### src/sv/turn_signal_hazard_controller_unit_defines.svh
// ----------------------------------------------------------------------------
// Turn signal hazard controller assertion macros
// Clocked property checks that compile away when ASSERT_OFF is set.
// ----------------------------------------------------------------------------
`ifndef TURN_SIGNAL_HAZARD_CONTROLLER_UNIT_DEFINES_SVH
`define TURN_SIGNAL_HAZARD_CONTROLLER_UNIT_DEFINES_SVH

`ifndef ASSERT_OFF
// Check a property on every clock edge outside reset.
`define TSHCU_ASSERT(lbl, clk, rst, prop, msg) \
  lbl: assert property (@(posedge clk) disable iff (rst) (prop)) else $error(msg);
// Check a property on every clock edge, reset included.
`define TSHCU_ASSERT_ALWAYS(lbl, clk, prop, msg) \
  lbl: assert property (@(posedge clk) (prop)) else $error(msg);
`else
`define TSHCU_ASSERT(lbl, clk, rst, prop, msg)
`define TSHCU_ASSERT_ALWAYS(lbl, clk, prop, msg)
`endif

`endif

### src/sv/tshcu_pkg.sv
// ----------------------------------------------------------------------------
// Turn signal hazard controller package
// Shared types, register indexes and timing constants.
// ----------------------------------------------------------------------------
`default_nettype none

package tshcu_pkg;

  localparam int unsigned TIME_W = 32;
  localparam int unsigned HP_W   = 11;  // half period in ms, at most 2000
  localparam int unsigned CNT_W  = 5;   // one quotient bit per cycle

  localparam logic [TIME_W-1:0] HAZARD_WINDOW_MS = 32'd400;
  localparam logic [TIME_W-1:0] RESYNC_PERIOD_MS = 32'd3600000;
  localparam logic [HP_W-1:0]   DEFAULT_HALF_MS  = 11'd500;
  localparam logic [7:0]        BLINK_MIN        = 8'd10;
  localparam logic [7:0]        BLINK_MAX        = 8'd200;
  localparam logic [9:0]        MS_PER_SECOND    = 10'd1000;

  // Register indexes
  localparam logic [1:0] REG_FEATURE_ENABLE   = 2'd0;
  localparam logic [1:0] REG_BLINK_INTERVAL   = 2'd1;
  localparam logic [1:0] REG_AUTO_OFF_SECONDS = 2'd2;
  localparam logic [1:0] REG_HAS_LAMP_OUTPUTS = 2'd3;

  // Message direction codes
  localparam logic [1:0] DIR_LEFT   = 2'd0;
  localparam logic [1:0] DIR_RIGHT  = 2'd1;
  localparam logic [1:0] DIR_HAZARD = 2'd2;

  typedef enum logic [3:0] {
    S_IDLE = 4'b0001,
    S_CALC = 4'b0010,
    S_DIV  = 4'b0100,
    S_EMIT = 4'b1000
  } state_t;

  typedef struct packed {
    logic              start;
    logic [TIME_W-1:0] dividend;
    logic [HP_W-1:0]   divisor;
  } div_req_t;

  typedef struct packed {
    logic busy;
    logic done;
    logic quot_lsb;
  } div_status_t;

endpackage

`default_nettype wire

### src/sv/tshcu_div.sv
// ----------------------------------------------------------------------------
// Turn signal hazard controller divider
// Restoring divider, one quotient bit per cycle; reports the quotient LSB.
// ----------------------------------------------------------------------------
`default_nettype none

`include "turn_signal_hazard_controller_unit_defines.svh"

module tshcu_div (
  input  wire logic                   clk,
  input  wire logic                   rst,
  input  wire tshcu_pkg::div_req_t    req,
  output tshcu_pkg::div_status_t      status
);
  import tshcu_pkg::*;

  logic [HP_W-1:0]   rem;
  logic [TIME_W-1:0] dvd;
  logic [HP_W-1:0]   dsr;
  logic [CNT_W-1:0]  cnt;
  logic              busy;
  logic              done;
  logic              quot_lsb;

  logic [HP_W:0]     trial;
  logic              ge;

  assign trial = {rem, dvd[TIME_W-1]};
  assign ge    = (trial >= {1'b0, dsr});

  always_ff @(posedge clk) begin
    if (rst) begin
      busy <= 1'b0;
      done <= 1'b0;
      cnt  <= '0;
    end else begin
      done <= 1'b0;
      if (req.start) begin
        busy <= 1'b1;
        cnt  <= '0;
      end else if (busy) begin
        cnt <= cnt + 1'b1;
        if (cnt == CNT_W'(TIME_W - 1)) begin
          busy <= 1'b0;
          done <= 1'b1;
        end
      end
    end
  end

  always_ff @(posedge clk) begin
    if (req.start) begin
      rem <= '0;
      dvd <= req.dividend;
      dsr <= req.divisor;
    end else if (busy) begin
      rem      <= ge ? HP_W'(trial - {1'b0, dsr}) : trial[HP_W-1:0];
      dvd      <= {dvd[TIME_W-2:0], 1'b0};
      quot_lsb <= ge;
    end
  end

  assign status.busy     = busy;
  assign status.done     = done;
  assign status.quot_lsb = quot_lsb;

  `TSHCU_ASSERT(a_div_no_restart, clk, rst, req.start |-> !busy, "divider restarted while busy")
  `TSHCU_ASSERT(a_div_done_idle, clk, rst, done |-> !busy, "divider done while still busy")
  `TSHCU_ASSERT(a_div_start_busy, clk, rst, req.start |=> busy, "divider did not start")

endmodule

`default_nettype wire

### src/sv/turn_signal_hazard_controller_unit.sv
// ----------------------------------------------------------------------------
// Turn signal hazard controller
// Resolves left, right and hazard indication from request edges and blinks
// the lamps by phase against a shared epoch.
// ----------------------------------------------------------------------------
// Usage:
//   One tick item enters on the input channel (in_valid/in_ready) and one
//   result leaves on the output channel (out_valid/out_ready) for each.
//   in_ready is high only while the sequencer is idle. After a transfer the
//   block runs a compute step for edge detection, hazard resolution, auto
//   shut-off and resync. When a side is lit, lamps are fitted and the
//   feature is enabled and not suppressed, a divide step follows in the
//   restoring divider (32 quotient bits; bit 0 of (now - epoch) / half
//   period gives the blink phase). A final step loads the output register.
//   The next item is taken only once the sequencer is back in idle.
//   The output register holds a finished result while the next item is
//   taken; a stalled receiver holds the sequencer in its final step only.
//   Configuration writes (cfg_we, cfg_index, cfg_data) take effect at once;
//   the user makes them while the block is idle; the block does not enforce it.
//   Reset clears all indication state and restores the register defaults.
// ----------------------------------------------------------------------------
`default_nettype none

`include "turn_signal_hazard_controller_unit_defines.svh"

module turn_signal_hazard_controller_unit (
  input  wire logic        clk,
  input  wire logic        rst,
  // configuration
  input  wire logic        cfg_we,
  input  wire logic [1:0]  cfg_index,
  input  wire logic [15:0] cfg_data,
  // tick items
  input  wire logic        in_valid,
  output logic             in_ready,
  input  wire logic [31:0] now_ms,
  input  wire logic        left_request,
  input  wire logic        right_request,
  input  wire logic        local_origin,
  input  wire logic        resync_seen,
  input  wire logic        test_suppress,
  // results
  output logic             out_valid,
  input  wire logic        out_ready,
  output logic             left_lamp,
  output logic             right_lamp,
  output logic             left_request_clear,
  output logic             right_request_clear,
  output logic             send_message,
  output logic             signal_on,
  output logic [1:0]       signal_direction
);
  import tshcu_pkg::*;

  // configuration registers
  logic        feature_enable;
  logic [7:0]  blink_interval_tenths;
  logic [15:0] auto_off_seconds;
  logic        has_lamp_outputs;

  // captured item
  logic [TIME_W-1:0] now_q;
  logic cl_q, cr_q, local_q, resync_q, suppress_q;

  // indication state
  logic last_left_req, last_right_req, left_on, right_active;
  logic [TIME_W-1:0] on_since_time, phase_epoch, left_start_time, right_start_time;
  logic originator_flag;
  logic [TIME_W-1:0] last_resync_time;
  logic left_lamp_level, right_lamp_level;
  logic res_clr_l, res_clr_r, res_send;

  // next values for the step
  logic last_left_req_next, last_right_req_next, left_on_next, right_active_next;
  logic [TIME_W-1:0] on_since_time_next, phase_epoch_next;
  logic [TIME_W-1:0] left_start_time_next, right_start_time_next;
  logic originator_flag_next;
  logic [TIME_W-1:0] last_resync_time_next;
  logic left_lamp_level_next, right_lamp_level_next;
  logic res_clr_l_next, res_clr_r_next, res_send_next;
  logic need_div;

  // step intermediates
  logic hazard_active, timing, l_up, r_up, l_dn, r_dn;
  logic [TIME_W-1:0] auto_limit;
  logic [HP_W-1:0]   half_ms;

  state_t      state;
  div_req_t    div_req;
  div_status_t div_st;

  tshcu_div u_div (
    .clk    (clk),
    .rst    (rst),
    .req    (div_req),
    .status (div_st)
  );

  assign in_ready   = (state == S_IDLE);
  assign auto_limit = TIME_W'({16'd0, auto_off_seconds} * {22'd0, MS_PER_SECOND});
  assign half_ms    = (blink_interval_tenths >= BLINK_MIN && blink_interval_tenths <= BLINK_MAX)
                    ? HP_W'({3'd0, blink_interval_tenths} * 11'd10) : DEFAULT_HALF_MS;

  // Resolve one tick; used only in the compute step.
  always_comb begin
    last_left_req_next    = last_left_req;
    last_right_req_next   = last_right_req;
    left_on_next          = left_on;
    right_active_next     = right_active;
    on_since_time_next    = on_since_time;
    phase_epoch_next      = phase_epoch;
    left_start_time_next  = left_start_time;
    right_start_time_next = right_start_time;
    originator_flag_next  = originator_flag;
    last_resync_time_next = last_resync_time;
    left_lamp_level_next  = left_lamp_level;
    right_lamp_level_next = right_lamp_level;
    res_clr_l_next        = 1'b0;
    res_clr_r_next        = 1'b0;
    res_send_next         = 1'b0;
    need_div              = 1'b0;
    hazard_active         = left_on && right_active;
    timing                = (on_since_time != '0) && (auto_off_seconds != '0) && !hazard_active
                            && (cl_q || cr_q);
    l_up                  = cl_q && !last_left_req;
    r_up                  = cr_q && !last_right_req;
    l_dn                  = !cl_q && last_left_req;
    r_dn                  = !cr_q && last_right_req;

    if (feature_enable && !suppress_q) begin
      if (timing && ((now_q - on_since_time) >= auto_limit)) begin
        // auto shut-off: drop both sides and clear both requests
        left_on_next          = 1'b0;
        right_active_next     = 1'b0;
        left_lamp_level_next  = 1'b0;
        right_lamp_level_next = 1'b0;
        last_left_req_next    = 1'b0;
        last_right_req_next   = 1'b0;
        on_since_time_next    = '0;
        res_clr_l_next        = 1'b1;
        res_clr_r_next        = 1'b1;
        res_send_next         = 1'b1;
      end else begin
        if (!timing) begin
          on_since_time_next = '0;
        end
        if (cl_q != last_left_req || cr_q != last_right_req) begin
          last_left_req_next  = cl_q;
          last_right_req_next = cr_q;
          if (l_up && r_up) begin
            left_on_next      = 1'b1;
            right_active_next = 1'b1;
          end else if (hazard_active && (l_dn || r_dn)) begin
            left_on_next      = 1'b0;
            right_active_next = 1'b0;
          end else if (r_up && left_on && !right_active) begin
            right_active_next = 1'b1;
            left_on_next      = ((now_q - left_start_time) <= HAZARD_WINDOW_MS);
          end else if (l_up && right_active && !left_on) begin
            left_on_next      = 1'b1;
            right_active_next = ((now_q - right_start_time) <= HAZARD_WINDOW_MS);
          end else if (l_up) begin
            left_on_next = 1'b1;
          end else if (l_dn) begin
            left_on_next = 1'b0;
          end else if (r_up) begin
            right_active_next = 1'b1;
          end else if (r_dn) begin
            right_active_next = 1'b0;
          end

          if (left_on_next && !left_on) begin
            left_start_time_next = now_q;
            on_since_time_next   = now_q;
            phase_epoch_next     = now_q;
          end
          if (right_active_next && !right_active) begin
            right_start_time_next = now_q;
            on_since_time_next    = now_q;
            phase_epoch_next      = now_q;
          end
          if (!left_on_next && left_on) begin
            left_lamp_level_next = 1'b0;
            last_left_req_next   = 1'b0;
            res_clr_l_next       = 1'b1;
          end
          if (!right_active_next && right_active) begin
            right_lamp_level_next = 1'b0;
            last_right_req_next   = 1'b0;
            res_clr_r_next        = 1'b1;
          end
          if (local_q) begin
            originator_flag_next = left_on_next || right_active_next;
            if (originator_flag_next) begin
              last_resync_time_next = now_q;
            end
            res_send_next = 1'b1;
          end
        end

        // blink stage: re-anchor the epoch, then hand the phase to the divider
        if (has_lamp_outputs && (left_on_next || right_active_next)) begin
          if (resync_q) begin
            phase_epoch_next = now_q;
          end
          if (originator_flag_next
              && ((now_q - last_resync_time_next) >= RESYNC_PERIOD_MS)) begin
            last_resync_time_next = now_q;
            phase_epoch_next      = now_q;
            res_send_next         = 1'b1;
          end
          need_div = 1'b1;
        end
      end
    end
  end

  assign div_req.start    = (state == S_CALC) && need_div;
  assign div_req.dividend = now_q - phase_epoch_next;
  assign div_req.divisor  = half_ms;

  // configuration writes
  always_ff @(posedge clk) begin
    if (rst) begin
      feature_enable        <= 1'b0;
      blink_interval_tenths <= 8'd50;
      auto_off_seconds      <= 16'd0;
      has_lamp_outputs      <= 1'b1;
    end else if (cfg_we) begin
      case (cfg_index)
        REG_FEATURE_ENABLE:   feature_enable        <= cfg_data[0];
        REG_BLINK_INTERVAL:   blink_interval_tenths <= cfg_data[7:0];
        REG_AUTO_OFF_SECONDS: auto_off_seconds      <= cfg_data;
        REG_HAS_LAMP_OUTPUTS: has_lamp_outputs      <= cfg_data[0];
        default: ;
      endcase
    end
  end

  // hold the accepted item for the whole step
  always_ff @(posedge clk) begin
    if (in_valid && in_ready) begin
      now_q      <= now_ms;
      cl_q       <= left_request;
      cr_q       <= right_request;
      local_q    <= local_origin;
      resync_q   <= resync_seen;
      suppress_q <= test_suppress;
    end
  end

  // sequencer and indication state
  always_ff @(posedge clk) begin
    if (rst) begin
      state            <= S_IDLE;
      out_valid        <= 1'b0;
      last_left_req    <= 1'b0;
      last_right_req   <= 1'b0;
      left_on          <= 1'b0;
      right_active     <= 1'b0;
      on_since_time    <= '0;
      phase_epoch      <= '0;
      left_start_time  <= '0;
      right_start_time <= '0;
      originator_flag  <= 1'b0;
      last_resync_time <= '0;
      left_lamp_level  <= 1'b0;
      right_lamp_level <= 1'b0;
      res_clr_l        <= 1'b0;
      res_clr_r        <= 1'b0;
      res_send         <= 1'b0;
    end else begin
      // load a new result, or drop the one just transferred
      if (state == S_EMIT && (!out_valid || out_ready)) begin
        out_valid <= 1'b1;
      end else if (out_valid && out_ready) begin
        out_valid <= 1'b0;
      end
      case (state)
        S_IDLE: begin
          if (in_valid) begin
            state <= S_CALC;
          end
        end
        S_CALC: begin
          last_left_req    <= last_left_req_next;
          last_right_req   <= last_right_req_next;
          left_on          <= left_on_next;
          right_active     <= right_active_next;
          on_since_time    <= on_since_time_next;
          phase_epoch      <= phase_epoch_next;
          left_start_time  <= left_start_time_next;
          right_start_time <= right_start_time_next;
          originator_flag  <= originator_flag_next;
          last_resync_time <= last_resync_time_next;
          left_lamp_level  <= left_lamp_level_next;
          right_lamp_level <= right_lamp_level_next;
          res_clr_l        <= res_clr_l_next;
          res_clr_r        <= res_clr_r_next;
          res_send         <= res_send_next;
          state            <= need_div ? S_DIV : S_EMIT;
        end
        S_DIV: begin
          // even quotient means the lamp is in its on half
          if (div_st.done) begin
            if (left_on) begin
              left_lamp_level <= !div_st.quot_lsb;
            end
            if (right_active) begin
              right_lamp_level <= !div_st.quot_lsb;
            end
            state <= S_EMIT;
          end
        end
        S_EMIT: begin
          if (!out_valid || out_ready) begin
            state <= S_IDLE;
          end
        end
        default: state <= S_IDLE;
      endcase
    end
  end

  // output register; loaded when the final step hands over a result
  always_ff @(posedge clk) begin
    if (state == S_EMIT && (!out_valid || out_ready)) begin
      left_lamp           <= left_lamp_level && has_lamp_outputs;
      right_lamp          <= right_lamp_level && has_lamp_outputs;
      left_request_clear  <= res_clr_l;
      right_request_clear <= res_clr_r;
      send_message        <= res_send;
      signal_on           <= res_send && (left_on || right_active);
      if (!res_send) begin
        signal_direction <= DIR_LEFT;
      end else if (left_on && right_active) begin
        signal_direction <= DIR_HAZARD;
      end else if (right_active) begin
        signal_direction <= DIR_RIGHT;
      end else begin
        signal_direction <= DIR_LEFT;
      end
    end
  end

  `TSHCU_ASSERT(a_done_in_div, clk, rst, div_st.done |-> (state == S_DIV), "divider result outside divide step")
  `TSHCU_ASSERT(a_emit_loads, clk, rst, (state == S_EMIT && (!out_valid || out_ready)) |=> (out_valid && state == S_IDLE), "result not loaded")
  `TSHCU_ASSERT(a_quiet_msg, clk, rst, (out_valid && !send_message) |-> (!signal_on && signal_direction == DIR_LEFT), "message fields set without a message")
  `TSHCU_ASSERT(a_dir_legal, clk, rst, out_valid |-> (signal_direction != 2'd3), "illegal direction code")

endmodule

`default_nettype wire
### config.mk
export PLATFORM = sky130hd
export DESIGN_NAME = turn_signal_hazard_controller_unit
export DESIGN_NICKNAME = d
export VERILOG_FILES = /design/src/sv/tshcu_pkg.sv /design/src/sv/tshcu_div.sv /design/src/sv/turn_signal_hazard_controller_unit.sv
export VERILOG_INCLUDE_DIRS = /design/src /design/src/sv
export SDC_FILE = /design/constraint.sdc
export NUM_CORES = 1
export LEC_CHECK = 0
export BUFFER_PORTS_ARGS = -buffer_cell sky130_fd_sc_hd__buf_2
export CAP_MARGIN = 20
export CORE_UTILIZATION = 30
export CTS_CLUSTER_SIZE = 10
export DETAILED_ROUTE_END_ITERATION = 8
export PLACE_DENSITY = 0.49
export SYNTH_ARGS = -nofsm -noshare
export SYNTH_HDL_FRONTEND = slang
export SYNTH_SLANG_ARGS = --single-unit
### constraint.sdc
create_clock -name clk -period 12.5 [get_ports clk]
set_input_delay 2.5 -clock clk [delete_from_list [all_inputs] [get_ports clk]]
set_output_delay 2.5 -clock clk [all_outputs]
set_load 0.02 [all_outputs]
==> impl_results.md <==
* #FFs+latches synth at 307
* Period Utilization, post-route at 0.942
* # clock sinks at 307
* Asr flop ratio synth at 0
* Yosys Warn Count at 0
* Yosys top cell area share at 0.174
* Row cnt at between 100 and 150
* Number of global-route vias before repair at 20,471
* Area of the multi-input gates at ~0.017 mm2
* Initial Utilization at 0.305
* Leading area contributor after synthesis: dfxtp_1
* Hold path start: res_clr_l
* Mean Syn Cell Area at 8.48 um2
* Register area at roughly 0.007 mm2
* H-tree Lvls at 2
* TritonCTS buffer count at 40
* Drt first pass iters at 7
* Mapped Cells at roughly 3,000
* DRC at 0
* TritonCTS clock tree: built
* Gpl congestion at 0.856
* Port buffer count at 69
* Slew HR at 0.262
* Worst r2r src: auto_off_seconds[1]
* Area grow syn2layout at 13.1%
* Slowest stage delay, CP at 580 ps
* Post-synth EDFFs at just under 90
* Post-DP Area at roughly 0.027 mm2
* Worst slew pin tran at 1100 ps
* Max Cap Viol at 0
* Clk network pwr share at 0.375
* Fillers at ~8,700
* Iter 0 DRT Violations at 1,490
* Routed WL at 75.3 mm
* Sequential group share of total power at 0.354
* Worst path bufs/invs at 5
* Critical Path RT at 12,790 ps
* Kind of critical path: register to register
* Top cells by area, synth: dfxtp_1 17%, ha_1 13%, edfxtp_1 10%
* CP endpoint kind: register
* WL/cell at 18.2 um
* GRT Total Usage at 0.174
* Max Transition Viols Final at 0
* Antenna violations before repair at 10
* LEAKAGE at between 0.01 and 0.015 uW
* Run status: complete, no violations
* Pwr dens at 108 mW/mm2
* Switch share at 0.325
* Design area at ~0.029 mm2
* Num ports at 70
* CTS Buffer Depth at 3
* Clk Latency, worst-skew pair at around 580 ps
* Die X at 292 um
* NumNets Final at between 3,000 and 4,000
* Share of total power in combinational logic at 0.272
* Share of layout cells above drive strength 1 at 0.0893
* Critical path startpoint: auto_off_seconds[1]
* Hold Buf Count CTS at 0
* Ys flop type: dfxtp_1
* Vias at 21,669
* F_max at 84.9 MHz
* Die Area at 0.0852 mm2
* Cell-internal power at 2080 uW
* Arrival time at the worst endpoint at 12,070 ps
* Worst Skew at 34.4 ps
* Avg Vias per Cell at between 5 and 6
* Die height at 292 um
* CORE AREA at 0.0826 mm2
* CP Launch Type: register
* Setup TNS at 0 ps
* Crit Path Max Fanout at 6
* Distinct cell type count after synthesis at 93
* HP Class: register to register
* Register area share after synthesis at 0.279
* Critical path's slowest cell: fa_1
* VDD IR max at 0.0786 mV
* Gr ovfl total at 0
* Routed Antenna Nets at 0
* Min Tclk post-route at 11,780 ps
* First-pass GRT wire length at about 120 mm
* Largest net degree at the start of global routing at 122
* Mapped cell area at 0.0252 mm2
* Clock transition at path regs at 60 ps
* Root buf cell: clkbuf_16
* CP delay by family, top: compound AO/OA/AOI/OAI gates
* Syn Nets at ~3,400
* Switch Pwr at 1000 uW
* DP Wirelength at 56.6 mm
* Final setup viols at 0
* Fin. Hold Viols at 0
## worst register-to-register path: cells and delay by family (launching register included)
family | cells | cell delay, ps
flops | 1 | 340
buf+inv | 5 | 470
compound gates | 29 | 4990
xor+xnor | 2 | 260
mux | 2 | 350
simple gates | 9 | 1290
fa+ha+maj | 10 | 3790
## what timing repair did
| item | in CTS | in global routing |
|---|---|---|
| gates resized for setup | 2 | 38 |
| endpoints found under the setup margin | 1 | 16 |
| pin swaps | 0 | 34 |
| buffers inserted | 0 | 11 |
## stage by stage
step	cells	power, uW	setup WS, ps	hold WS [ps]	util
final	4139	3080	722	442	0.345
after global routing	4138	3260	-13.2	466	0.345
after CTS	4125	3110	27.8	437	0.342
after detailed placement	4051	1930	63.7	419	0.326
after global placement	4051	1940	161	411	0.326
after floorplan	2974	1700	589	409	-
## logic make-up after synthesis
kind of cell             Yosys count  synth area share
AND/OR/NAND/NOR                  921             0.173
AO/OA/AOI/OAI                    786             0.206
buffers and inverters            346            0.0527
adder cells (fa/ha/maj)          324             0.178
flip-flops                       307             0.279
multiplexers                     186            0.0746
XOR/XNOR                         104            0.0361
## final timing paths
kind / endpoint / slack (ps) / depth (start not counted)
max: u_div.dvd[30] / 720 / 57
min: left_request_clear / 440 / 0
max reg2reg: u_div.dvd[30] / 720 / 57
min reg2reg: left_request_clear / 440 / 0
## power groups by stage
stage               logic [uW]  registers [uW]  clock network [uW]
floorplan                  600            1100                   0
global placement           825            1110                   0
detailed placement         819            1110                   0
CTS                        825            1090                1190
global route               936            1090                1230
finish                     838            1090                1160
## cell usage after synthesis, types with 9 or more instances
cell,instances
or2_2,9
dfxtp_1,219
a22oi_1,35
nor3_1,41
buf_2,12
a21o_1,62
xor2_1,37
a2111oi_0,9
o21a_1,39
o21ai_1,18
nand4_1,34
o21bai_1,19
a31oi_1,40
nand3b_1,13
fa_1,59
o31a_1,11
nand2b_1,45
nor2_1,329
nand3_1,44
inv_1,215
ha_1,262
o2111ai_1,9
o211ai_1,34
clkbuf_1,111
a21oi_1,195
or3_1,15
nor2b_1,35
nor4_1,18
a211o_1,10
nand2_1,243
xnor2_1,67
a211oi_1,67
mux2i_1,174
and3_1,26
and2_1,22
a311oi_1,10
o21ai_0,131
edfxtp_1,88
o31ai_1,17
## routing by layer
metal  wire [um]  track usage  vias up
met3        3690       0.0244       97
met1       37900        0.255    10234
met5          49            0        -
li1            -            -    10866
met4        1980       0.0504        6
met2       31700        0.262      466
## cell usage in the layout (no fill, tap or decap), drive strengths merged, types with 37 or more instances in the layout
master | synthesis | layout
a211oi | 67 | 67
a21o | 62 | 62
a21oi | 197 | 197
a31oi | 40 | 40
buf | 19 | 150
clkbuf | 111 | 69
dfxtp | 219 | 219
edfxtp | 88 | 88
fa | 59 | 59
ha | 262 | 262
inv | 215 | 216
mux2i | 174 | 174
nand2 | 243 | 243
nand2b | 45 | 45
nand3 | 44 | 44
nor2 | 329 | 329
nor3 | 44 | 44
o21a | 39 | 39
o21ai | 149 | 149
xnor2 | 67 | 67
xor2 | 37 | 37
## area by class of cell
cell class,count,area share
antenna,1,0.0000878
clock buffer,69,0.0433
clock inverter,5,0.00228
inverter,216,0.0284
multi-input combinational,2321,0.598
sequential,307,0.247
tap,1070,0.0470
timing repair buffer,150,0.0346
## flip-flops by register name, indices dropped and copies added (netlist names), 5 cells and up
signal and count:
auto_off_seconds 16, phase_epoch 32, blink_interval_tenths 8, u_div.cnt 5
u_div.rem 11, on_since_time 32, u_div.dsr 10, now_q 32
u_div.dvd 32, right_start_time 32, left_start_time 32, last_resync_time 32
(Power assumes the default switching activity.)
